**src/rtl/two_way_sorted_merge_unit_defines.svh**
```systemverilog
// Assertion macros shared by the merge unit
`ifndef TWO_WAY_SORTED_MERGE_UNIT_DEFINES_SVH
`define TWO_WAY_SORTED_MERGE_UNIT_DEFINES_SVH

// same-cycle implication, sampled on clk, off during reset
`define TSMU_ASSERT_SAME(lbl, ante, cons, msg) \
	lbl: assert property (@(posedge clk) disable iff (!arst_n) (ante) |-> (cons)) \
		else $error(msg);

// next-cycle implication, sampled on clk, off during reset
`define TSMU_ASSERT_NEXT(lbl, ante, cons, msg) \
	lbl: assert property (@(posedge clk) disable iff (!arst_n) (ante) |=> (cons)) \
		else $error(msg);

`endif

```
**src/rtl/tsmu_pkg.sv**
```systemverilog
package tsmu_pkg;

	localparam int VALUE_W    = 32;
	localparam int DEPTH_DEF  = 16;
	localparam int CMDQ_DEPTH = 2;
	localparam int RESQ_DEPTH = 2;

	// input kind codes
	localparam logic [1:0] KIND_FIRST  = 2'd0;
	localparam logic [1:0] KIND_SECOND = 2'd1;
	localparam logic [1:0] KIND_MERGE  = 2'd2;

	typedef enum logic [1:0] {
		OP_APPEND_A,
		OP_APPEND_B,
		OP_MERGE
	} op_t;

	typedef struct packed {
		op_t                       op;
		logic signed [VALUE_W-1:0] value;
	} cmd_t;

	typedef struct packed {
		logic signed [VALUE_W-1:0] value;
		logic                      last;
	} res_t;

	// front to back command channel
	typedef struct packed {
		logic valid;
		cmd_t cmd;
	} cmd_chan_t;

	// back-end activity, visible to the top level
	typedef struct packed {
		logic merging;
		logic res_push;
		logic res_last;
	} back_stat_t;

	typedef enum logic [1:0] {
		ST_IDLE,
		ST_PRIME,
		ST_RUN
	} back_state_t;

endpackage

```
**src/rtl/tsmu_ram.sv**
```systemverilog
module tsmu_ram #(
	parameter int W = 32,
	parameter int D = 16,
	localparam int AW = (D > 1) ? $clog2(D) : 1
) (
	input  logic          clk,
	input  logic          we,
	input  logic [AW-1:0] waddr,
	input  logic [W-1:0]  wdata,
	input  logic [AW-1:0] raddr,
	output logic [W-1:0]  rdata
);

	logic [W-1:0] mem_q [D];

	// one write port, one registered read port
	always_ff @(posedge clk) begin
		if (we) begin
			mem_q[waddr] <= wdata;
		end
		rdata <= mem_q[raddr];
	end

endmodule

```
**src/rtl/tsmu_fifo.sv**
```systemverilog
module tsmu_fifo #(
	parameter int W = 8,
	parameter int D = 2
) (
	input  logic         clk,
	input  logic         arst_n,
	input  logic         push,
	input  logic [W-1:0] din,
	output logic         full,
	input  logic         pop,
	output logic [W-1:0] dout,
	output logic         empty
);

	localparam int AW = (D > 1) ? $clog2(D) : 1;
	localparam int CW = $clog2(D + 1);

	logic [W-1:0]  mem_q [D];
	logic [AW-1:0] wr_ptr_q, rd_ptr_q;
	logic [CW-1:0] cnt_q;
	logic          do_push, do_pop;

	assign full    = (cnt_q == CW'(D));
	assign empty   = (cnt_q == '0);
	assign do_push = push && !full;
	assign do_pop  = pop && !empty;
	assign dout    = mem_q[rd_ptr_q];

	// pointers and fill count
	always_ff @(posedge clk or negedge arst_n) begin
		if (!arst_n) begin
			wr_ptr_q <= '0;
			rd_ptr_q <= '0;
			cnt_q    <= '0;
		end else begin
			if (do_push) begin
				wr_ptr_q <= (wr_ptr_q == AW'(D - 1)) ? '0 : wr_ptr_q + AW'(1);
			end
			if (do_pop) begin
				rd_ptr_q <= (rd_ptr_q == AW'(D - 1)) ? '0 : rd_ptr_q + AW'(1);
			end
			if (do_push && !do_pop) begin
				cnt_q <= cnt_q + CW'(1);
			end else if (do_pop && !do_push) begin
				cnt_q <= cnt_q - CW'(1);
			end
		end
	end

	// storage
	always_ff @(posedge clk) begin
		if (do_push) begin
			mem_q[wr_ptr_q] <= din;
		end
	end

endmodule

```
**src/rtl/tsmu_front.sv**
```systemverilog
module tsmu_front import tsmu_pkg::*; (
	input  logic                      clk,
	input  logic                      arst_n,
	input  logic                      push,
	input  logic [1:0]                kind,
	input  logic signed [VALUE_W-1:0] value,
	output logic                      full,
	output cmd_chan_t                 chan,
	input  logic                      cmd_pop
);

	cmd_t cmd_in, cmd_out;
	logic known, q_empty;

	// decode kind; the unused code is accepted and dropped here
	always_comb begin
		cmd_in.value = value;
		cmd_in.op    = OP_APPEND_A;
		known        = 1'b1;
		unique case (kind)
			KIND_FIRST:  cmd_in.op = OP_APPEND_A;
			KIND_SECOND: cmd_in.op = OP_APPEND_B;
			KIND_MERGE:  cmd_in.op = OP_MERGE;
			default:     known     = 1'b0;
		endcase
	end

	// command queue toward the back end
	tsmu_fifo #(
		.W($bits(cmd_t)),
		.D(CMDQ_DEPTH)
	) u_cmdq (
		.clk   (clk),
		.arst_n(arst_n),
		.push  (push && known),
		.din   (cmd_in),
		.full  (full),
		.pop   (cmd_pop),
		.dout  (cmd_out),
		.empty (q_empty)
	);

	assign chan.valid = !q_empty;
	assign chan.cmd   = cmd_out;

endmodule

```
**src/rtl/tsmu_back.sv**
```systemverilog
module tsmu_back import tsmu_pkg::*; #(
	parameter int DEPTH = DEPTH_DEF
) (
	input  logic                       clk,
	input  logic                       arst_n,
	input  cmd_chan_t                  chan,
	output logic                       cmd_pop,
	output logic signed [VALUE_W-1:0]  merged_value,
	output logic                       last,
	output logic                       empty,
	input  logic                       pop,
	output back_stat_t                 stat
);

	localparam int AW = (DEPTH > 1) ? $clog2(DEPTH) : 1;
	localparam int CW = $clog2(DEPTH + 1);

	back_state_t         state_q, state_d;
	logic [CW-1:0]       cnt_a_q, cnt_b_q, i_q, j_q, i_next, j_next;
	logic                we_a, we_b;
	logic [AW-1:0]       raddr_a, raddr_b;
	logic [VALUE_W-1:0]  rd_a, rd_b;
	logic                have_a, have_b, take_a, step, run_last;
	logic                res_full, res_empty;
	res_t                res_in, res_out;

	tsmu_ram #(.W(VALUE_W), .D(DEPTH)) u_ram_a (
		.clk  (clk),
		.we   (we_a),
		.waddr(cnt_a_q[AW-1:0]),
		.wdata(chan.cmd.value),
		.raddr(raddr_a),
		.rdata(rd_a)
	);

	tsmu_ram #(.W(VALUE_W), .D(DEPTH)) u_ram_b (
		.clk  (clk),
		.we   (we_b),
		.waddr(cnt_b_q[AW-1:0]),
		.wdata(chan.cmd.value),
		.raddr(raddr_b),
		.rdata(rd_b)
	);

	// head selection; on equal heads the second list goes first
	assign have_a   = (i_q < cnt_a_q);
	assign have_b   = (j_q < cnt_b_q);
	assign take_a   = have_a && (!have_b || ($signed(rd_a) < $signed(rd_b)));
	assign step     = (state_q == ST_RUN) && !res_full;
	assign i_next   = i_q + CW'(step && take_a);
	assign j_next   = j_q + CW'(step && !take_a);
	assign run_last = (i_next == cnt_a_q) && (j_next == cnt_b_q);

	// next state
	always_comb begin
		state_d = state_q;
		unique case (state_q)
			ST_IDLE: begin
				if (chan.valid && chan.cmd.op == OP_MERGE &&
				    (cnt_a_q != '0 || cnt_b_q != '0)) begin
					state_d = ST_PRIME;
				end
			end
			ST_PRIME: state_d = ST_RUN;
			ST_RUN: begin
				if (step && run_last) begin
					state_d = ST_IDLE;
				end
			end
			default: state_d = ST_IDLE;
		endcase
	end

	// outputs of the sequencer
	always_comb begin
		cmd_pop = 1'b0;
		we_a    = 1'b0;
		we_b    = 1'b0;
		raddr_a = '0;
		raddr_b = '0;
		unique case (state_q)
			ST_IDLE: begin
				cmd_pop = chan.valid;
				we_a    = chan.valid && chan.cmd.op == OP_APPEND_A &&
				          cnt_a_q != CW'(DEPTH);
				we_b    = chan.valid && chan.cmd.op == OP_APPEND_B &&
				          cnt_b_q != CW'(DEPTH);
			end
			ST_PRIME: begin
				raddr_a = '0;
				raddr_b = '0;
			end
			ST_RUN: begin
				// fetch the heads for the next step; held while stalled
				raddr_a = i_next[AW-1:0];
				raddr_b = j_next[AW-1:0];
			end
			default: ;
		endcase
	end

	// state, counts and head indexes
	always_ff @(posedge clk or negedge arst_n) begin
		if (!arst_n) begin
			state_q <= ST_IDLE;
			cnt_a_q <= '0;
			cnt_b_q <= '0;
			i_q     <= '0;
			j_q     <= '0;
		end else begin
			state_q <= state_d;
			if (we_a) begin
				cnt_a_q <= cnt_a_q + CW'(1);
			end
			if (we_b) begin
				cnt_b_q <= cnt_b_q + CW'(1);
			end
			if (state_q == ST_RUN) begin
				i_q <= i_next;
				j_q <= j_next;
				if (step && run_last) begin
					cnt_a_q <= '0;
					cnt_b_q <= '0;
				end
			end else begin
				i_q <= '0;
				j_q <= '0;
			end
		end
	end

	// result queue
	assign res_in.value = take_a ? rd_a : rd_b;
	assign res_in.last  = run_last;

	tsmu_fifo #(
		.W($bits(res_t)),
		.D(RESQ_DEPTH)
	) u_resq (
		.clk   (clk),
		.arst_n(arst_n),
		.push  (step),
		.din   (res_in),
		.full  (res_full),
		.pop   (pop),
		.dout  (res_out),
		.empty (res_empty)
	);

	assign merged_value = res_out.value;
	assign last         = res_out.last;
	assign empty        = res_empty;

	assign stat.merging  = (state_q == ST_RUN);
	assign stat.res_push = step;
	assign stat.res_last = run_last;

endmodule

```
**src/rtl/two_way_sorted_merge_unit.sv**
```systemverilog
// Two-way merge of sorted lists.
// Input queue: push/full with kind and value. kind 0 appends value to the
// first list, kind 1 to the second, kind 2 requests a merge; kind 3 is
// taken and ignored. Appends past DEPTH elements per list are dropped.
// Result queue: empty/pop with merged_value and last; last marks the final
// element of a merge run. A merge of two empty lists gives no result.
// An append passes through the command queue before it is written to its
// list memory. The first result of a merge passes through the command
// queue, the prime state that reads both list heads, and the result queue.
// Throughput: one append per cycle while the back end is idle; a merge
// emits one result per cycle while the result queue has room, paced by the
// registered read ports of the two list memories. Items pushed during a
// merge wait in a two-entry command queue, then full rises.
// Reset clears both counts, both queues and the sequencer; list contents
// are not cleared. When the receiver stalls, the two-entry result queue
// fills and the merge pauses in place without losing its position.
module two_way_sorted_merge_unit import tsmu_pkg::*; #(
	parameter int DEPTH = DEPTH_DEF
) (
	input  logic                       clk,
	input  logic                       arst_n,
	input  logic                       push,
	output logic                       full,
	input  logic [1:0]                 kind,
	input  logic signed [VALUE_W-1:0]  value,
	output logic                       empty,
	input  logic                       pop,
	output logic signed [VALUE_W-1:0]  merged_value,
	output logic                       last
);

	`include "two_way_sorted_merge_unit_defines.svh"

	cmd_chan_t  chan;
	logic       cmd_pop;
	back_stat_t stat;

	tsmu_front u_front (
		.clk    (clk),
		.arst_n (arst_n),
		.push   (push),
		.kind   (kind),
		.value  (value),
		.full   (full),
		.chan   (chan),
		.cmd_pop(cmd_pop)
	);

	tsmu_back #(.DEPTH(DEPTH)) u_back (
		.clk         (clk),
		.arst_n      (arst_n),
		.chan        (chan),
		.cmd_pop     (cmd_pop),
		.merged_value(merged_value),
		.last        (last),
		.empty       (empty),
		.pop         (pop),
		.stat        (stat)
	);

	// back end takes commands only when the queue holds one
	`TSMU_ASSERT_SAME(a_cmd_pop_valid, cmd_pop, chan.valid, "command popped from empty queue")
	// results are produced only during a merge run
	`TSMU_ASSERT_SAME(a_push_in_run, stat.res_push, stat.merging, "result outside merge run")
	// the run ends right after its final result
	`TSMU_ASSERT_NEXT(a_last_ends_run, stat.res_push && stat.res_last, !stat.merging,
		"merge run continued after last result")

endmodule

```
**config.mk**
```make
export PLATFORM = sky130hd
export DESIGN_NAME = two_way_sorted_merge_unit
export DESIGN_NICKNAME = d
export VERILOG_FILES = /design/src/rtl/tsmu_pkg.sv /design/src/rtl/tsmu_ram.sv /design/src/rtl/tsmu_fifo.sv /design/src/rtl/tsmu_front.sv /design/src/rtl/tsmu_back.sv /design/src/rtl/two_way_sorted_merge_unit.sv
export VERILOG_INCLUDE_DIRS = /design/src /design/src/rtl
export SDC_FILE = /design/constraint.sdc
export NUM_CORES = 1
export LEC_CHECK = 0
export BUFFER_PORTS_ARGS = -buffer_cell sky130_fd_sc_hd__buf_4
export CAP_MARGIN = 10
export CORE_MARGIN = 2
export CORE_UTILIZATION = 30
export DETAILED_ROUTE_END_ITERATION = 8
export PLACE_DENSITY_LB_ADDON = 0.3
export SYNTH_ARGS = -nofsm -noshare
export SYNTH_HDL_FRONTEND = slang
export SYNTH_SLANG_ARGS = --single-unit
```
**constraint.sdc**
```tcl
create_clock -name clk -period 5.9 [get_ports clk]
set_clock_uncertainty 0.05 [all_clocks]
set_input_delay 0.59 -clock clk [delete_from_list [all_inputs] [get_ports clk]]
set_output_delay 0.59 -clock clk [all_outputs]
set_load 0.005 [all_outputs]
```
### Yosys cells after proc, flatten, opt, wreduce, memory -nomap -nowiden

Memories as Yosys holds them, arrays and structs flattened. A register that Yosys moved wholly into a read port is not among the register bits.
Cells that the tools add are included.

* equality and inequality tests: 14
* reduce and logical (&&, ||, !) cells: 44
* add/sub/neg operators: 12
* magnitude comparators: 3
* muxes and demuxes: 35

Operators by type and width (number)
* two-way mux 5 bit: 8
* < comparator 32 bit: 1
* two-way mux 32 bit: 1
* logical AND 1 bit: 21
* two-way mux 1 bit: 16
* two-way mux 2 bit: 6
* adder 5 x 1 -> 5 bit: 2
* adder 5 x 1 -> 5 bit (second input constant): 2
* equality test 2 bit (second input constant): 5
* equality test 5 bit: 2
* zero test 1 bit: 10
* zero test 2 bit: 5
* < comparator 5 bit: 2
* inequality test 5 bit (second input constant): 2
* nonzero test 5 bit: 2
* two-way mux 4 bit: 2
* equality test 2 x 1 -> 1 bit (second input constant): 3
* case mux 2 bit (3 select lines): 1
* adder 1 bit (second input constant): 4
* adder 2 x 1 -> 2 bit (second input constant): 2
* inequality test 2 x 1 -> 1 bit (second input constant): 2
* case mux 2 bit (2 select lines): 1
* nonzero test 2 bit: 2
* subtractor 2 x 1 -> 2 bit (second input constant): 2
* 3 further kinds: 4

* RAM bits: 1158
* register bits after elaboration: 30
* input port bits: 38
* memories: 4
* output and inout bits: 35

Memory list
* u_back.u_ram_a.mem_q: depth 16, bits a word 32, rd ports 1, clocked after memory_dff 1, write ports 1, line tsmu_ram.sv:14 `logic [W-1:0] mem_q [D];`
* u_back.u_ram_b.mem_q: depth 16, bits a word 32, rd ports 1, clocked after memory_dff 1, write ports 1, line tsmu_ram.sv:14
* u_front.u_cmdq.mem_q: depth 2, bits a word 34, rd ports 1, clocked after memory_dff 0, write ports 1, line tsmu_fifo.sv:18 `logic [W-1:0] mem_q [D];`
* u_back.u_resq.mem_q: depth 2, bits a word 33, rd ports 1, clocked after memory_dff 0, write ports 1, line tsmu_fifo.sv:18

### Logic depth before layout (Yosys ltp)

Gate-level depths: netlist of the first run.

* depth after elaboration: 12
* mapped depth: 22
* gate-level depth less buffers: 17

### Modules after synthesis

From an unflattened synthesis of the first run, not the netlist that was laid out.

* cells, all modules: 2379
* area, all modules: 49018.3 um^2

Modules (own cells, without submodules)
* tsmu_ram: area each 19854.0 um^2, cells each 838, sequential area each 16015.4 um^2, times used 2
* tsmu_back: area each 3752.3 um^2, cells each 452, sequential area each 550.5 um^2, times used 1
* tsmu_fifo at u_front.u_cmdq: area each 2801.4 um^2, cells each 125, sequential area each 2142.1 um^2, times used 1
* tsmu_fifo at u_back.u_resq: area each 2730.1 um^2, cells each 122, sequential area each 2082.0 um^2, times used 1
* tsmu_front: area each 26.3 um^2, cells each 4, sequential area each 0.0 um^2, times used 1

### Least setup slack after synthesis of the first run

No wires, ideal clock.

* path kind: register to register
* from: register u_front.u_cmdq.rd_ptr_q
* to: memory u_back.u_ram_a.mem_q[0][0] (enable)
* data arrival time: 3.628 ns
* path buffers: 1
* slack: 1.761 ns
* stages on the path, launching flop included: 7
* clock period less this slack: 4.139 ns
* required time: 5.389 ns
* library setup time: 0.461 ns
* path through: dfrtp_1 buf_6 mux2i_4 nand2b_4 a311oi_4 nand2_1 nor3_1

* cells in the longest elaborated chain, start to end: 7

RTL lines
* start: declaration: line tsmu_fifo.sv:19 `logic [AW-1:0] wr_ptr_q, rd_ptr_q;`
* start signal: assignment: line tsmu_fifo.sv:40 `rd_ptr_q <= (rd_ptr_q == AW'(D - 1)) ? '0 : rd_ptr_q + AW'(1);`
* memory (2 x 34 bit)
* zero test 2 bit: line tsmu_back.sv:84 `we_a = chan.valid && chan.cmd.op == OP_APPEND_A &&`
* logical AND 1 bit (2 in series): line tsmu_back.sv:84
* two-way mux 1 bit: line tsmu_back.sv:81 `unique case (state_q)`
* two-way mux 1 bit: line tsmu_ram.sv:18 `if (we) begin`
* two-way mux 1 bit (not written as such): line tsmu_ram.sv:19 `mem_q[waddr] <= wdata;`
* end: declaration: line tsmu_ram.sv:14

No other way between the ends.

### Worst setup path after layout of the first run

* from: register u_back.u_ram_a.rdata[7] (read register of u_back.u_ram_a.mem_q)
* to: register u_back.u_ram_a.rdata[31] (read register of u_back.u_ram_a.mem_q)

* cells in the longest elaborated chain, start to end: 6

RTL lines
* start: declaration: line tsmu_ram.sv:11 `output logic [W-1:0] rdata`
* < comparator 32 bit: line tsmu_back.sv:48 `assign take_a = have_a && (!have_b || ($signed(rd_a) < $signed(rd_b)));`
* logical OR 1 bit: line tsmu_back.sv:48
* logical AND 1 bit: line tsmu_back.sv:48
* logical AND 1 bit: line tsmu_back.sv:50 `assign i_next = i_q + CW'(step && take_a);`
* adder 5 x 1 -> 5 bit: line tsmu_back.sv:50
* two-way mux 4 bit: line tsmu_back.sv:81

No other way between the ends.
A chain may end at the register's enable or synchronous reset.

==> impl_metrics.json, run 1 <==
{
  "status": "completed",
  "synth_compound_area_share_pct": 5.47,
  "grt_pass1_wl_mm": 181,
  "syn-num-nets": 3013,
  "port_buffers": 72,
  "cts_buffer_depth": 3,
  "drive_above_1_share_pct": 17.5,
  "criticalPathCategory": "reg -> reg",
  "routed-via-count": 26100,
  "overflow": 0,
  "synth_common_cells": "edfxtp_1 (1,158), nand2_1 (277), mux2i_1 (258)",
  "holdWs_ns": 0.0918,
  "max_freq_ghz": 0.178,
  "cts_tree": "built",
  "hpwl_mm": 72.3,
  "root_buffer": "clkbuf_16",
  "drtAntennaViolNets": 0,
  "synth_warnings": 0,
  "rows": 149,
  "io_pins": 73,
  "fin_nets": 3165,
  "grt_max_degree": 151,
  "setup_violations": 0,
  "fin_crit_ns": 5.62,
  "final_core_util_pct": 34.9,
  "core_mm2": 0.164,
  "finalCritPeriodShare_pct": 95.3,
  "ys_seq_elements": 1252,
  "slew_headroom_pct": 23.5,
  "path_clk_slew_ns": 0.06,
  "slew_violations": 0,
  "critPathArrivalTime_ns": 6.14,
  "required_ns": 6.42,
  "drt-total-wl_mm": 125,
  "cts.htree.levels": 4,
  "synthesis.area_mm2": 0.0495,
  "start_kind": "flop",
  "postCtsSetupBuffers": 0,
  "worst_slew_pin_slew_ns": 1.14,
  "rsz0062_at_grt": "false",
  "synth_edf_count": 1158,
  "avgSynthCellArea_um2": 16.9,
  "synth.most_common_cell": "edfxtp_1",
  "dieArea_mm2": 0.168,
  "synth.yosys.seq_area_share_pct": 74.4,
  "preCtsSetupSlack_ns": 0.279,
  "dieHeight_um": 410,
  "synth.area.mux_share_pct": 10.6,
  "worstPathMaxFanout": 52,
  "synthAdderAreaFrac_pct": 1.34,
  "ir_drop_mv": 0.539,
  "area_growth_pct": 16.1,
  "drc": 0,
  "first_pass_iters": 8,
  "worstHoldPathType": "in -> reg",
  "antenna_found_initial": 8,
  "track_usage_pct": 14.8,
  "cap_violations": 0,
  "die_x_um": 410,
  "yosys.area_share.xor_xnor_pct": 0.567,
  "synth_cell_types": 51,
  "startpoint": "u_back.u_ram_a.rdata[7]",
  "dr.first_iter.drc_count": 2335,
  "yosysTopAreaCell": "edfxtp_1",
  "async_flop_share_pct": 2.40,
  "initial_core_util_pct": 30.1,
  "numCtsBuffers": 131,
  "reg2reg_from": "u_back.u_ram_a.rdata[7]",
  "synth.top_cell.area_share_pct": 70.3,
  "powerDensity_mw_per_mm2": 496,
  "cp-end-kind": "flop",
  "synth-simple-area-share_pct": 5.46,
  "routedWlPerCell_um": 23.3,
  "via_per_inst": 4.86,
  "routabilityCongestion": 0.766,
  "tns_ns": 0,
  "leakagePower_nw": 18.4,
  "clock_latency_ns": 0.75,
  "synth_top_family_by_area": "multiplexers",
  "n_fill_cell": 15600,
  "grt_pass1_vias": 25800,
  "cts.sinks": 1252,
  "hold_viol_final": 0,
  "synth_area_leaders": "edfxtp_1 (70%), mux2i_1 (5.2%), mux4_2 (2.9%), dfxtp_1 (2.6%), a311oi_1 (2.3%)",
  "synth_flop_cell": "edfxtp_1",
  "hold_path.startpoint": "kind[0]",
  "setup_slack_ns": 0.280,
  "synth_cells": 2922
}
==> worst max-delay path, stage by stage (launching register included) <==
cell,delay [ns]
dfxtp_1,0.43
ha_1,0.36
nand4_1,0.09
o31ai_1,0.83
a211oi_1,0.25
buf_4,0.21
o211ai_1,0.15
o311a_2,0.23
nor2_1,0.09
ha_4,0.61
nand2_2,0.15
inv_6,0.51
buf_4,0.37
mux2i_1,0.11
mux4_2,0.45
a21oi_1,0.53
==> logic make-up after synthesis <==
family	Yosys count
mux	421
xor+xnor	32
compound gates	363
buf+inv	226
fa+ha+maj	53
simple gates	575
flops	1252
==> area by class of cell <==
cell class	count	area, um2	area share, %
timing repair buffer	190	1680	2.93
clock buffer	168	3560	6.21
clock inverter	67	468	0.815
multi-input combinational	1444	11900	20.8
inverter	55	216	0.377
sequential	1252	36800	64.1
tap	2189	2740	4.77
antenna	14	35.0	0.0610
==> where the power goes <==
group          total [mW]  internal (mW)  switching [mW]
logic                8.39           3.01            5.38
registers            12.2           11.6           0.587
clock network        7.88           4.49            3.39
total                28.5           19.1            9.36
==> placed cells by master, fill, tap and decap left out, types with 29 or more instances in the layout <==
master         netlist  routed
a211oi_1           131     131
a21oi_1             79      79
a311oi_1           128     128
buf_4                2     143
clkbuf_1            97      29
clkbuf_16            0     137
dfrtp_1             30      29
dfxtp_1             64      64
dlygate4sd3_1        0      33
edfxtp_1          1158    1158
ha_1                53      51
inv_1               51      51
mux2_2              70      70
mux2i_1            258     258
mux4_2              64      64
nand2_1            277     273
nor2_4               0      29
nor2b_1            130     130
nor3_1              73      65
==> per-layer routing <==
metal  vias up  share of wire [%]  GRT usage, %
met3       195                7.1          3.18
li1      11700                  -             -
met5         -                  0             0
met1     13500                 46          21.4
met4         0                2.4          4.51
met2       733                 45          22.2
==> path summary, 6_finish.rpt <==
check                           slack, ns                     endpoint  cells past startpoint
worst max-delay path                 0.28     u_back.u_ram_a.rdata[31]                     15
worst min-delay path                 0.09  u_front.u_cmdq.mem_q[0][33]                      2
worst max register to register       0.28     u_back.u_ram_a.rdata[31]                     15
worst min register to register       0.46      u_front.u_cmdq.cnt_q[1]                      1
max in group asynchronous            5.10       u_back.u_resq.rd_ptr_q                      2
min in group asynchronous            0.29      u_front.u_cmdq.cnt_q[1]                      2
==> flip-flops by register name, indices dropped and copies added, names as in the netlist <==
name,flops
u_back.u_resq.rd_ptr_q,1
u_back.u_resq.cnt_q,2
u_back.u_resq.mem_q,66
u_back.cnt_a_q,5
u_back.u_ram_a.mem_q,512
u_back.u_ram_b.mem_q,512
u_front.u_cmdq.rd_ptr_q,1
u_back.state_q,2
u_front.u_cmdq.wr_ptr_q,1
u_back.u_ram_b.rdata,32
u_back.u_ram_a.rdata,32
u_back.j_q,5
u_back.u_resq.wr_ptr_q,1
u_back.i_q,5
u_front.u_cmdq.mem_q,68
u_back.cnt_b_q,5
u_front.u_cmdq.cnt_q,2
==> what timing repair did <==
item | 4_1_cts | 5_1_grt
hold endpoints to repair | 94 | 0
gates resized for setup | 0 | 0
hold buffers | 33 | 0
==> through the flow <==
step / instances / area (um2) / power, mW
2_1_floorplan: 2922 / 49500 / 17.8
3_3_place_gp: 5097 / 53000 / 20.7
3_5_place_dp: 5097 / 53000 / 20.8
4_1_cts: 5365 / 57400 / 28.7
5_1_grt: 5367 / 57400 / 29.8
6_report: 5379 / 57400 / 28.5
(Power assumes the default switching activity.)
==> inputs of run 2 (changes only) <==
- CELL_PAD_IN_SITES_DETAIL_PLACEMENT: default -> 1
- CELL_PAD_IN_SITES_GLOBAL_PLACEMENT: default -> 2
- GPL_ROUTABILITY_DRIVEN: default -> 0
==> impl_metrics.json, run 2 (same netlist as run 1, synthesis figures left out) <==
{
  "ir_drop_mv": 0.734,
  "dieHeight_um": 410,
  "rows": 149,
  "routed-via-count": 25900,
  "cpPeakStageDelay_ns": 0.60,
  "fin_crit_ns": 5.34,
  "drtAntennaViolNets": 0,
  "fin_nets": 3166,
  "overflow": 0,
  "start_kind": "flop",
  "dr.first_iter.drc_count": 1555,
  "finalCritPeriodShare_pct": 90.5,
  "dp.cells": 5092,
  "drive_above_1_share_pct": 17.8,
  "io_pins": 73,
  "first_pass_iters": 5,
  "track_usage_pct": 15.6,
  "setup_violations": 0,
  "r2r_cells": 17,
  "layout_common_cells": "edfxtp_1 (1,158), nand2_1 (273), mux2i_1 (258)",
  "crit_chain": "inv_1, ha_1, a211o_1, a31oi_1, o31ai_1, a211oi_2, o211ai_1, o311a_2, nor2_1, ha_4, ha_1, xor2_1, nor4_1, nand4_1, nor4_1, and2_1, o21ai_0",
  "hpwl_mm": 74.8,
  "tns_ns": 0,
  "cp-end-kind": "flop",
  "numCtsBuffers": 137,
  "slew_headroom_pct": 24.5,
  "reg_top3": "u_back.u_ram_a.mem_q: 512 flops, u_back.u_ram_b.mem_q: 512 flops, u_front.u_cmdq.mem_q: 68 flops",
  "drc": 0,
  "grt_pass1_wl_mm": 192,
  "area_growth_pct": 16.8,
  "final_common_cell": "edfxtp_1",
  "worstPathMaxFanout": 11,
  "leakagePower_nw": 18.6,
  "max_freq_ghz": 0.187,
  "critPathArrivalTime_ns": 5.92,
  "port_buffers": 72,
  "criticalPathCategory": "reg -> reg",
  "startpoint": "u_back.u_ram_b.rdata[2]",
  "status": "completed",
  "routedWlPerCell_um": 24.3,
  "path_delay_family": "compound AO/OA/AOI/OAI gates",
  "worstHoldPathType": "in -> reg",
  "cts_buffer_depth": 3,
  "core_mm2": 0.164,
  "drt-total-wl_mm": 131,
  "required_ns": 6.48,
  "hold_path.startpoint": "kind[1]",
  "slowest_stage": "a211oi_2",
  "cts_tree": "built",
  "cap_violations": 0,
  "hold_viol_final": 0,
  "root_buffer": "clkbuf_16",
  "dieArea_mm2": 0.168,
  "grt_pass1_vias": 27400,
  "reg2reg_slack_ns": 0.56,
  "initial_core_util_pct": 30.1,
  "stdcell_count": 5381,
  "via_per_inst": 4.82,
  "path_clk_slew_ns": 0.06,
  "clock_latency_ns": 0.77,
  "cts.htree.levels": 4,
  "path_buf_inv": 1,
  "worst_slew_pin_slew_ns": 1.13,
  "grt_max_degree": 133,
  "cts.sinks": 1252,
  "slew_violations": 0,
  "rsz0062_at_grt": "false",
  "die_x_um": 410,
  "antenna_found_initial": 1,
  "powerDensity_mw_per_mm2": 504,
  "reg2reg_from": "u_back.u_ram_b.rdata[2]",
  "whs_path_depth": 2,
  "crit_cells": 17
}
==> run 2: layout make-up <==
class | instances | area (um2)
Clock buffer | 194 | 3910
Multi-Input combinational cell | 1444 | 11900
Antenna cell | 3 | 7.51
Fill cell | 16600 | 107000
Clock inverter | 59 | 519
Sequential cell | 1252 | 36800
Timing Repair Buffer | 185 | 1630
Tap cell | 2189 | 2740
Inverter | 55 | 216
==> run 2: path summary, 6_finish.rpt <==
path | endpoint
worst max register to register | u_back.state_q[1]
worst min register to register | u_front.u_cmdq.rd_ptr_q
worst min-delay path | u_front.u_cmdq.mem_q[0][32]
max in group asynchronous | u_back.u_resq.rd_ptr_q
min in group asynchronous | u_front.u_cmdq.wr_ptr_q
worst max-delay path | u_back.state_q[1]
==> run 2: power breakdown <==
part	internal, mW	switching, mW	total (mW)
sequential	11.6	0.491	12.1
clock	4.97	3.48	8.45
combinational	3.02	5.56	8.58
==> run 2: worst register-to-register path, stage by stage (launching register included) <==
cell,delay (ns)
dfxtp_1,0.41
inv_1,0.07
ha_1,0.31
a211o_1,0.25
a31oi_1,0.44
o31ai_1,0.18
a211oi_2,0.60
o211ai_1,0.16
o311a_2,0.17
nor2_1,0.27
ha_4,0.18
ha_1,0.28
xor2_1,0.19
nor4_1,0.35
nand4_1,0.14
nor4_1,0.53
and2_1,0.48
o21ai_0,0.14
==> run 2: metal layers <==
layer	part of all wire (%)	routed length [um]	global-route usage [%]
met1	48	62900	22.4
met2	47	61000	25.0
met3	3.3	4330	2.26
met4	1.8	2310	3.96
met5	0	0	0
==> run 2: what timing repair did <==
| action | CTS | global route |
|---|---|---|
| gates resized for setup | 0 | 1 |
| endpoints found under the setup margin | 0 | 20 |
| setup buffers | 0 | 0 |
| hold endpoints to repair | 94 | 0 |
| hold buffers | 33 | 0 |
==> run 2: through the flow <==
step	hold slack [ns]	worst slack, ns	power (mW)	util (%)	cell area [um2]
floorplan	0.244	1.76	17.8	-	49500
detailed placement	0.409	0.107	21.0	32.2	53000
CTS	0.0352	0.0772	29.6	35.1	57800
finish	0.109	0.562	29.1	35.1	57800
global route	0.0790	0.133	30.6	35.1	57800
global placement	0.406	0.0722	20.9	32.2	53000
